File: config.mk
export PLATFORM = sky130hd
export DESIGN_NAME = two_button_press_classifier
export DESIGN_NICKNAME = d
export VERILOG_FILES = /design/src/design/tbpc_pkg.sv /design/src/design/tbpc_core.sv /design/src/design/two_button_press_classifier.sv
export SDC_FILE = /design/constraint.sdc
export NUM_CORES = 1
export LEC_CHECK = 0
export BUFFER_PORTS_ARGS = -buffer_cell sky130_fd_sc_hd__buf_4
export CORE_UTILIZATION = 30
export DETAILED_ROUTE_END_ITERATION = 16
export PLACE_DENSITY = 0.53
export SLEW_MARGIN = 20
export SYNTH_ARGS = -nofsm -noshare
export SYNTH_HDL_FRONTEND = slang
export SYNTH_SLANG_ARGS = --single-unit
File: constraint.sdc
create_clock -name clk -period 4.8 [get_ports clk]
set_input_delay 0.96 -clock clk [delete_from_list [all_inputs] [get_ports clk]]
set_output_delay 0.96 -clock clk [all_outputs]
set_load 0.05 [all_outputs]
File: src/design/tbpc_pkg.sv
`default_nettype none
// ----------------------------------------------------------------------------
// tbpc_pkg
// Shared types and constants for the two-button press classifier.
// ----------------------------------------------------------------------------
package tbpc_pkg;

    localparam int unsigned THR_W = 32;
    localparam int unsigned NOW_W = 32;

    localparam logic [THR_W-1:0] LONG_PRESS_RESET = 32'd1000;

    typedef struct packed {
        logic a_short_press;
        logic a_long_press;
        logic b_short_press;
        logic b_long_press;
        logic chord_long_press;
    } tbpc_events_t;

endpackage : tbpc_pkg
`default_nettype wire

File: src/design/tbpc_core.sv
`default_nettype none
// ----------------------------------------------------------------------------
// tbpc_core
// Press tracking state for both buttons and the chord; classifies one scan
// sample per step and updates the tracking state.
// ----------------------------------------------------------------------------
module tbpc_core #(
    parameter int unsigned TICK_BITS = 32
) (
    input  wire logic                         clk,
    input  wire logic                         rst_n,
    input  wire logic                         step,
    input  wire logic                         a_down,
    input  wire logic                         b_down,
    input  wire logic [tbpc_pkg::NOW_W-1:0]   now,
    input  wire logic [tbpc_pkg::THR_W-1:0]   thr,
    output tbpc_pkg::tbpc_events_t            events
);
    import tbpc_pkg::*;

    localparam int unsigned CMP_W = (TICK_BITS > THR_W) ? TICK_BITS : THR_W;

    logic                 a_held_reg, a_held_next;
    logic [TICK_BITS-1:0] a_start_reg, a_start_next;
    logic                 a_long_done_reg, a_long_done_next;
    logic                 b_held_reg, b_held_next;
    logic [TICK_BITS-1:0] b_start_reg, b_start_next;
    logic                 b_long_done_reg, b_long_done_next;
    logic                 chord_held_reg, chord_held_next;
    logic [TICK_BITS-1:0] chord_start_reg, chord_start_next;
    logic                 chord_done_reg, chord_done_next;

    logic [TICK_BITS-1:0] now_t;
    logic [TICK_BITS-1:0] a_dur, b_dur, chord_dur;
    logic                 a_reached, b_reached, chord_reached;

    assign now_t     = TICK_BITS'(now);
    assign a_dur     = now_t - a_start_reg;
    assign b_dur     = now_t - b_start_reg;
    assign chord_dur = now_t - chord_start_reg;

    assign a_reached     = CMP_W'(a_dur) >= CMP_W'(thr);
    assign b_reached     = CMP_W'(b_dur) >= CMP_W'(thr);
    assign chord_reached = CMP_W'(chord_dur) >= CMP_W'(thr);

    always_comb
    begin
        a_held_next      = a_held_reg;
        a_start_next     = a_start_reg;
        a_long_done_next = a_long_done_reg;
        b_held_next      = b_held_reg;
        b_start_next     = b_start_reg;
        b_long_done_next = b_long_done_reg;
        chord_held_next  = chord_held_reg;
        chord_start_next = chord_start_reg;
        chord_done_next  = chord_done_reg;
        events           = '0;

        if (step)
        begin
            if (a_down && b_down)
            begin
                if (!chord_held_reg)
                begin
                    chord_held_next  = 1'b1;
                    chord_start_next = now_t;
                    chord_done_next  = 1'b0;
                    a_held_next      = 1'b0;
                    b_held_next      = 1'b0;
                    a_long_done_next = 1'b0;
                end
                else if (!chord_done_reg && chord_reached)
                begin
                    chord_done_next         = 1'b1;
                    events.chord_long_press = 1'b1;
                end
            end
            else
            begin
                chord_held_next = 1'b0;

                if (a_down && !a_held_reg)
                begin
                    a_held_next      = 1'b1;
                    a_start_next     = now_t;
                    a_long_done_next = 1'b0;
                end
                else if (a_down && a_held_reg)
                begin
                    if (a_reached && !a_long_done_reg)
                    begin
                        a_long_done_next    = 1'b1;
                        events.a_long_press = 1'b1;
                    end
                end
                else if (!a_down && a_held_reg)
                begin
                    a_held_next = 1'b0;
                    if (!a_reached)
                    begin
                        a_long_done_next     = 1'b0;
                        events.a_short_press = 1'b1;
                    end
                end

                if (b_down && !b_held_reg)
                begin
                    b_held_next      = 1'b1;
                    b_start_next     = now_t;
                    b_long_done_next = 1'b0;
                end
                else if (b_down && b_held_reg)
                begin
                    if (b_reached && !b_long_done_reg)
                    begin
                        b_long_done_next    = 1'b1;
                        events.b_long_press = 1'b1;
                    end
                end
                else if (!b_down && b_held_reg)
                begin
                    b_held_next = 1'b0;
                    if (!b_long_done_reg)
                    begin
                        events.b_short_press = 1'b1;
                    end
                end
            end
        end
    end

    always_ff @(posedge clk or negedge rst_n)
    begin
        if (!rst_n)
        begin
            a_held_reg      <= 1'b0;
            a_start_reg     <= '0;
            a_long_done_reg <= 1'b0;
            b_held_reg      <= 1'b0;
            b_start_reg     <= '0;
            b_long_done_reg <= 1'b0;
            chord_held_reg  <= 1'b0;
            chord_start_reg <= '0;
            chord_done_reg  <= 1'b0;
        end
        else
        begin
            a_held_reg      <= a_held_next;
            a_start_reg     <= a_start_next;
            a_long_done_reg <= a_long_done_next;
            b_held_reg      <= b_held_next;
            b_start_reg     <= b_start_next;
            b_long_done_reg <= b_long_done_next;
            chord_held_reg  <= chord_held_next;
            chord_start_reg <= chord_start_next;
            chord_done_reg  <= chord_done_next;
        end
    end

    // chord onset drops single-button tracking
    assert property (@(posedge clk) disable iff (!rst_n)
        step && a_down && b_down && !chord_held_reg
        |=> chord_held_reg && !chord_done_reg && !a_held_reg && !b_held_reg)
        else $error("chord onset did not clear single tracking");

    // a chord event excludes every single-button event in the same sample
    assert property (@(posedge clk) disable iff (!rst_n)
        events.chord_long_press |-> !(events.a_short_press || events.a_long_press
                                      || events.b_short_press || events.b_long_press))
        else $error("chord event mixed with single events");

    // a long press fires once per press
    assert property (@(posedge clk) disable iff (!rst_n)
        events.a_long_press |=> a_long_done_reg && a_held_reg)
        else $error("a long press not recorded");

    assert property (@(posedge clk) disable iff (!rst_n)
        events.chord_long_press |=> chord_done_reg)
        else $error("chord event not recorded");

endmodule : tbpc_core
`default_nettype wire

File: src/design/two_button_press_classifier.sv
`default_nettype none
// ----------------------------------------------------------------------------
// two_button_press_classifier
// Classifies short, long and chord presses of two buttons from scan samples.
// ----------------------------------------------------------------------------
// an accepted input beat passes the input register, then the output register
// throughput: one sample per cycle unless out_ready stalls the output; input register feeds one compare stage
// the output register holds a stalled result while the next sample waits
// reset: all tracking cleared, threshold back to 1000 ticks, no beats pending
// ----------------------------------------------------------------------------
module two_button_press_classifier #(
    parameter int unsigned TICK_BITS = 32
) (
    input  wire logic                         clk,
    input  wire logic                         rst_n,

    input  wire logic                         cfg_valid,
    output logic                              cfg_ready,
    input  wire logic [tbpc_pkg::THR_W-1:0]   cfg_data,

    input  wire logic                         in_valid,
    output logic                              in_ready,
    input  wire logic                         button_a_down,
    input  wire logic                         button_b_down,
    input  wire logic [tbpc_pkg::NOW_W-1:0]   now_tick,

    output logic                              out_valid,
    input  wire logic                         out_ready,
    output logic                              a_short_press,
    output logic                              a_long_press,
    output logic                              b_short_press,
    output logic                              b_long_press,
    output logic                              chord_long_press
);
    import tbpc_pkg::*;

    logic [THR_W-1:0] long_press_ticks_reg;

    logic             s1_valid_reg;
    logic             s1_a_reg;
    logic             s1_b_reg;
    logic [NOW_W-1:0] s1_now_reg;

    logic             out_valid_reg;
    tbpc_events_t     out_events_reg;

    logic             advance;
    logic             step;
    tbpc_events_t     events;

    assign cfg_ready = 1'b1;
    assign advance   = !out_valid_reg || out_ready;
    assign in_ready  = !s1_valid_reg || advance;
    assign step      = s1_valid_reg && advance;

    always_ff @(posedge clk or negedge rst_n)
    begin
        if (!rst_n)
        begin
            long_press_ticks_reg <= LONG_PRESS_RESET;
        end
        else if (cfg_valid && cfg_ready)
        begin
            long_press_ticks_reg <= cfg_data;
        end
    end

    always_ff @(posedge clk or negedge rst_n)
    begin
        if (!rst_n)
        begin
            s1_valid_reg  <= 1'b0;
            out_valid_reg <= 1'b0;
        end
        else
        begin
            if (in_ready)
            begin
                s1_valid_reg <= in_valid;
            end
            if (advance)
            begin
                out_valid_reg <= s1_valid_reg;
            end
        end
    end

    always_ff @(posedge clk)
    begin
        if (in_valid && in_ready)
        begin
            s1_a_reg   <= button_a_down;
            s1_b_reg   <= button_b_down;
            s1_now_reg <= now_tick;
        end
        if (step)
        begin
            out_events_reg <= events;
        end
    end

    tbpc_core #(
        .TICK_BITS (TICK_BITS)
    ) u_core (
        .clk    (clk),
        .rst_n  (rst_n),
        .step   (step),
        .a_down (s1_a_reg),
        .b_down (s1_b_reg),
        .now    (s1_now_reg),
        .thr    (long_press_ticks_reg),
        .events (events)
    );

    assign out_valid        = out_valid_reg;
    assign a_short_press    = out_events_reg.a_short_press;
    assign a_long_press     = out_events_reg.a_long_press;
    assign b_short_press    = out_events_reg.b_short_press;
    assign b_long_press     = out_events_reg.b_long_press;
    assign chord_long_press = out_events_reg.chord_long_press;

    // a stalled result must not be overwritten
    assert property (@(posedge clk) disable iff (!rst_n)
        out_valid_reg && !out_ready |=> out_valid_reg && $stable(out_events_reg))
        else $error("stalled result lost");

    // a sample in the input register reaches the output once the output frees
    assert property (@(posedge clk) disable iff (!rst_n)
        s1_valid_reg && advance |=> out_valid_reg)
        else $error("sample dropped between stages");

    // the input register only refills when it empties or moves on
    assert property (@(posedge clk) disable iff (!rst_n)
        s1_valid_reg && !advance |=> s1_valid_reg && $stable(s1_now_reg))
        else $error("input register overwritten while stalled");

endmodule : two_button_press_classifier
`default_nettype wire

# After elaboration in Yosys (flattened, before gate mapping)

Cells that the tools add are included.
Widths: inputs -> output; s select.

Register bits: 175
Input port bits: 71
Output and inout port bits: 8

Add/sub/neg operators: 3
Order comparisons: 3
Equal/unequal tests: 6
Multiplexer cells: 26
Bitwise operators: 6
Reductions and logical operators: 41

Operator list:

| kind               | number |
|---|---|
| $ge 32x32->1       | 3 |
| $sub 32x32->32     | 3 |
| $mux 1             | 26 |
| $logic_and 1x1->1  | 12 |
| $reduce_and 3->1   | 4 |
| $reduce_and 4->1   | 3 |
| $logic_not 1->1    | 9 |
| $reduce_or 4->1    | 2 |
| $ne 3x1->1 const B | 2 |
| $not 1->1          | 6 |
| $reduce_bool 3->1  | 2 |
| $reduce_or 3->1    | 2 |
| $reduce_and 5->1   | 1 |
| $ne 2x2->1 const B | 2 |
| $ne 4x2->1 const B | 1 |
| $ne 4x4->1 const B | 1 |
| $reduce_bool 2->1  | 2 |
| $reduce_bool 4->1  | 1 |
| $logic_or 1x1->1   | 2 |
| $reduce_and 2->1   | 1 |

# Longest topological paths before layout

Depth in word-level cells: 7
Mapped depth: 21
Mapped depth without buffers: 21

# Cells and area by module

From an unflattened synthesis, not the netlist that was laid out.

Cells, all modules: 1388
Area, all modules: 13309.0 um^2

By module, submodules not included:

| module                      | instances | cells each | area an instance (um^2) | seq. area each (um^2) |
|---|---|---|---|---|
| tbpc_core                   | 1         | 1271       | 10685.2                 | 2552.4 |
| two_button_press_classifier | 1         | 117        | 2623.8                  | 2029.4 |

# Worst setup path before layout

OpenSTA, ideal clock, no wires.

Path type: reg-to-reg
Start: register s1_now_reg[1]
End: register out_events_reg, in the netlist a_long_press, data pin
Library setup time: 271 ps
Data arrival time: 3990 ps
Required time: 4529 ps
Slack: 539 ps
Stages on the path, launching flop included: 19
Period minus slack after synthesis: 4261 ps
Cell sequence: edfxtp_1 ha_1 nor2b_1 o31a_1 o31ai_2 o21ai_1 a221o_1 a221o_1 a21oi_2 xnor2_1 ha_1 a21o_1 a21o_1 a21o_1 a21o_1 a21oi_1 nor2_1 a211oi_1 a211oi_1

Longest elaborated chain between the ends: 4

RTL lines:

| what                     | line                              | text |
|---|---|---|
| start: declaration       | two_button_press_classifier.sv:42 | `logic [NOW_W-1:0] s1_now_reg;` |
| start signal: assignment | two_button_press_classifier.sv:94 | `s1_now_reg <= now_tick;` |
| $sub 32x32->32           | tbpc_core.sv:38                   | `assign a_dur = now_t - a_start_reg;` |
| $ge 32x32->1             | tbpc_core.sv:42                   | `assign a_reached = CMP_W'(a_dur) >= CMP_W'(thr);` |
| $logic_and 1x1->1        | tbpc_core.sv:90                   | `if (a_reached && !a_long_done_reg)` |
| $mux 1                   | tbpc_core.sv:90                   |  |
| end signal: assignment   | two_button_press_classifier.sv:98 | `out_events_reg <= events;` |
| end: declaration         | two_button_press_classifier.sv:45 | `tbpc_events_t out_events_reg;` |

No other way between the ends.
A chain may end at the register's enable or synchronous reset.

# Worst setup path in the final report

Start: register s1_now_reg[4]
End: register out_events_reg, in the netlist chord_long_press, data pin

Longest elaborated chain between the ends: 4

RTL lines:

| what              | line            | text |
|---|---|---|
| $sub 32x32->32    | tbpc_core.sv:40 | `assign chord_dur = now_t - chord_start_reg;` |
| $ge 32x32->1      | tbpc_core.sv:44 | `assign chord_reached = CMP_W'(chord_dur) >= CMP_W'(thr);` |
| $logic_and 1x1->1 | tbpc_core.sv:72 | `else if (!chord_done_reg && chord_reached)` |
| $mux 1            | tbpc_core.sv:72 |  |

No other way between the ends.

==> impl_results.md <==
* Status: finished clean
* Worst hold path type: register to register
* Peak VDD IR at 0.317 mV
* Post-synth EDFFs at 39
* Crit path max-delay cell type: edfxtp_1
* CTS Buf Count at 17
* Post-Route Utilization at roughly a third
* DIE WIDTH at ~210 microns
* Syn nets at 1736
* Number of fill cells at about 4600
* Clock tree buffer depth at 2
* Drc violations at 0
* Area leader, netlist: dfrtp_1
* TritonRoute pass-1 iters at 7
* Fin crit share at a little under 100%
* Boundary Pins at a little under 80
* Die area at between 40000 and 50000 sq um
* Register bit count reported by yosys at 175
* Synthesized netlist cell count at between 1000 and 1500
* H-Tree Level Count at 4
* Final net count at about 1800
* Final WS setup at about 0.16 ns
* Pin count of the biggest net entering global routing at 70
* Number of global-route vias before repair at ~10000
* CP top delay family: compound AO/OA/AOI/OAI gates
* Final TNS setup at 0 ns
* Final instance area at approximately 16000 sq um
* Crit path capture type: register
* Max FO, Critical Path at 5
* Starting Density at between 30% and 40%
* Pwr Total at a little under 10 mW
* Clk_lat worst skew at roughly 0.46 ns
* Slew margin rel. at 32.2%
* Number of I/O port buffers at 77
* Final hold viol count at 0
* Dpl ws at -0.0862 ns
* CTS tree: built
* Cell Area, Placed at 14900 sq um
* Area growth, synth to finish at 15.6%
* PD cells at between 600 and 700 nW/um^2
* Final Max Tran Viols at 0
* Reg clk slew, reported paths at approximately 0.07 ns
* CORE AREA at approximately 44000 sq um
* Post-DP HPWL at roughly 29 mm
* Synth area leaders: dfrtp_1 (24%), ha_1 (18%), edfxtp_1 (8.7%)
* Initial antenna violation count at 1
* Diode count at 0
* Cell area after synthesis at 13500 sq um
* # rows at between 70 and 80
* Share of the yosys chip area belonging to registers at between 30 and 40%
* First-pass GRT wire length at slightly below 60 mm
* Die height at 214 microns
* Via density at about 5
* Top-count cell post-synth: ha_1
* Final hold slack at ~0.5 ns
* Max Cap Viol at 0
* Drt wl/cell at approximately 17 microns
* Synth async-reset ratio at between 70% and 80%
* Synth cell count leaders: ha_1 (196), inv_1 (157), dfrtp_1 (130)
* Ys flop type: dfrtp_1
* Least-Margin Pin Slew at 1.01 ns
* Initial DRC count at 774
* Skew final at 0.00996 ns
* Worst Path Required at 5.00 ns
* WL final at between 30 and 40 mm
* Placed insts at ~2100
* Achievable Freq at between 200 and 250 MHz
* Arrival @ worst endpoint at a little under 5 ns
* Slowest Stage Delay on Critical Path at roughly 0.47 ns
* Final setup viols at 0
* DR vias at approximately 11000
* Yosys cell types at between 60 and 70
* Unrepaired setup endpoints after global routing: no
* Clock Sinks at roughly 180
* Number of antenna-violating nets in the routed design at 0
* Lkg Pwr at ~7.3 nW
* Final cell count without fillers at 2163
* Routability cong. at ~0.93
* GR Util All Layers at between 10% and 20%
* Root Buffer: clkbuf_16
* GRT overflow at 0
* Layout cells sized above 1 at around 14%
* Average cell area after synthesis at 9.21 sq um
* Yosys warns at 0
* Crit start category: register
* CP cell instances: ha_1 > a21o_1 > or3_1 > o22a_1 > a211oi_2 > buf_4 > o21ai_0 > and2_1 > a311oi_1 > ha_1 > a21o_1 > a21o_1 > a21o_1 > a21o_1 > a21oi_1 > nor2_1 > a211oi_2 > a211oi_1
* CP Buf/Inv Count at 1
* Critical path's most frequent cell: a21o_1
* Minimum clock period at ~4.6 ns
* WS Path Type: register to register
* Yosys top cell area share at between 20% and 30%
* Hold buffer count at cts at 0
metal layers:
layer  vias to the layer above  routed length [microns]  part of all wire (%)  global-route usage, %
li1                       5436                        -                     -                      -
met1                      5145                    18600                    51                   23.2
met2                       194                    16300                    44                   25.3
met3                        30                     1250                   3.4                   2.48
met4                         0                      696                   1.9                   5.50
met5                         -                        0                     0                      0
kinds of logic (layout without fill, tap and decap cells):
group / Yosys count / count (layout) / synth area share, %
other cells: 1 / 1 / 0.0278
xor+xnor: 73 / 73 / 4.73
simple gates: 348 / 348 / 12.4
buf+inv: 186 / 291 / 5.20
compound gates: 418 / 418 / 19.6
mux: 66 / 66 / 5.49
fa+ha+maj: 199 / 199 / 18.6
flops: 175 / 175 / 33.9
final timing paths:
kind | startpoint | endpoint | slack [ns] | cells past startpoint
worst max-delay path | s1_now_reg[4] | chord_long_press | 0.16 | 18
worst min-delay path | s1_valid_reg | out_valid | 0.50 | 1
worst max register to register | s1_now_reg[4] | chord_long_press | 0.16 | 18
worst min register to register | s1_valid_reg | out_valid | 0.50 | 1
max in group asynchronous | rst_n | u_core.a_start_reg[28] | 3.30 | 2
min in group asynchronous | rst_n | u_core.b_start_reg[6] | 0.53 | 1
timing repair:
action | in CTS | in global routing
setup endpoints to repair | 2 | 7
gates resized for setup | 1 | 14
pin swaps | 0 | 0
buffers inserted | 0 | 4
final cells by class:
class / count / area, sq um / area share, %
Multi-Input combinational cell: 1105 / 8310 / 53.2
Sequential cell: 175 / 4580 / 29.4
Timing Repair Buffer: 102 / 769 / 4.93
Tap cell: 592 / 741 / 4.75
Inverter: 157 / 589 / 3.78
Clock buffer: 26 / 553 / 3.54
Clock inverter: 6 / 67.6 / 0.433
cells in the final DEF, fill, tap and decap left out, types with 26 or more instances in the layout:
cell      synthesis  routed
ha_1            196     196
inv_1           157     157
nand4_1          26      26
nor2_1           64      64
mux2_2           65      65
nand2_1         127     127
xnor2_1          56      56
edfxtp_1         39      39
dfrtp_1         130     130
a21oi_1         103     102
buf_4             1     101
a21o_1           63      63
o21ai_0         121     120
report_power, final:
group / leakage (nW) / switching [mW] / internal (mW)
Combinational: 4.95 / 3.49 / 2.75
Sequential: 2.00 / 0.207 / 1.94
Clock: 0.299 / 0.616 / 0.851
(Power assumes the default switching activity.)
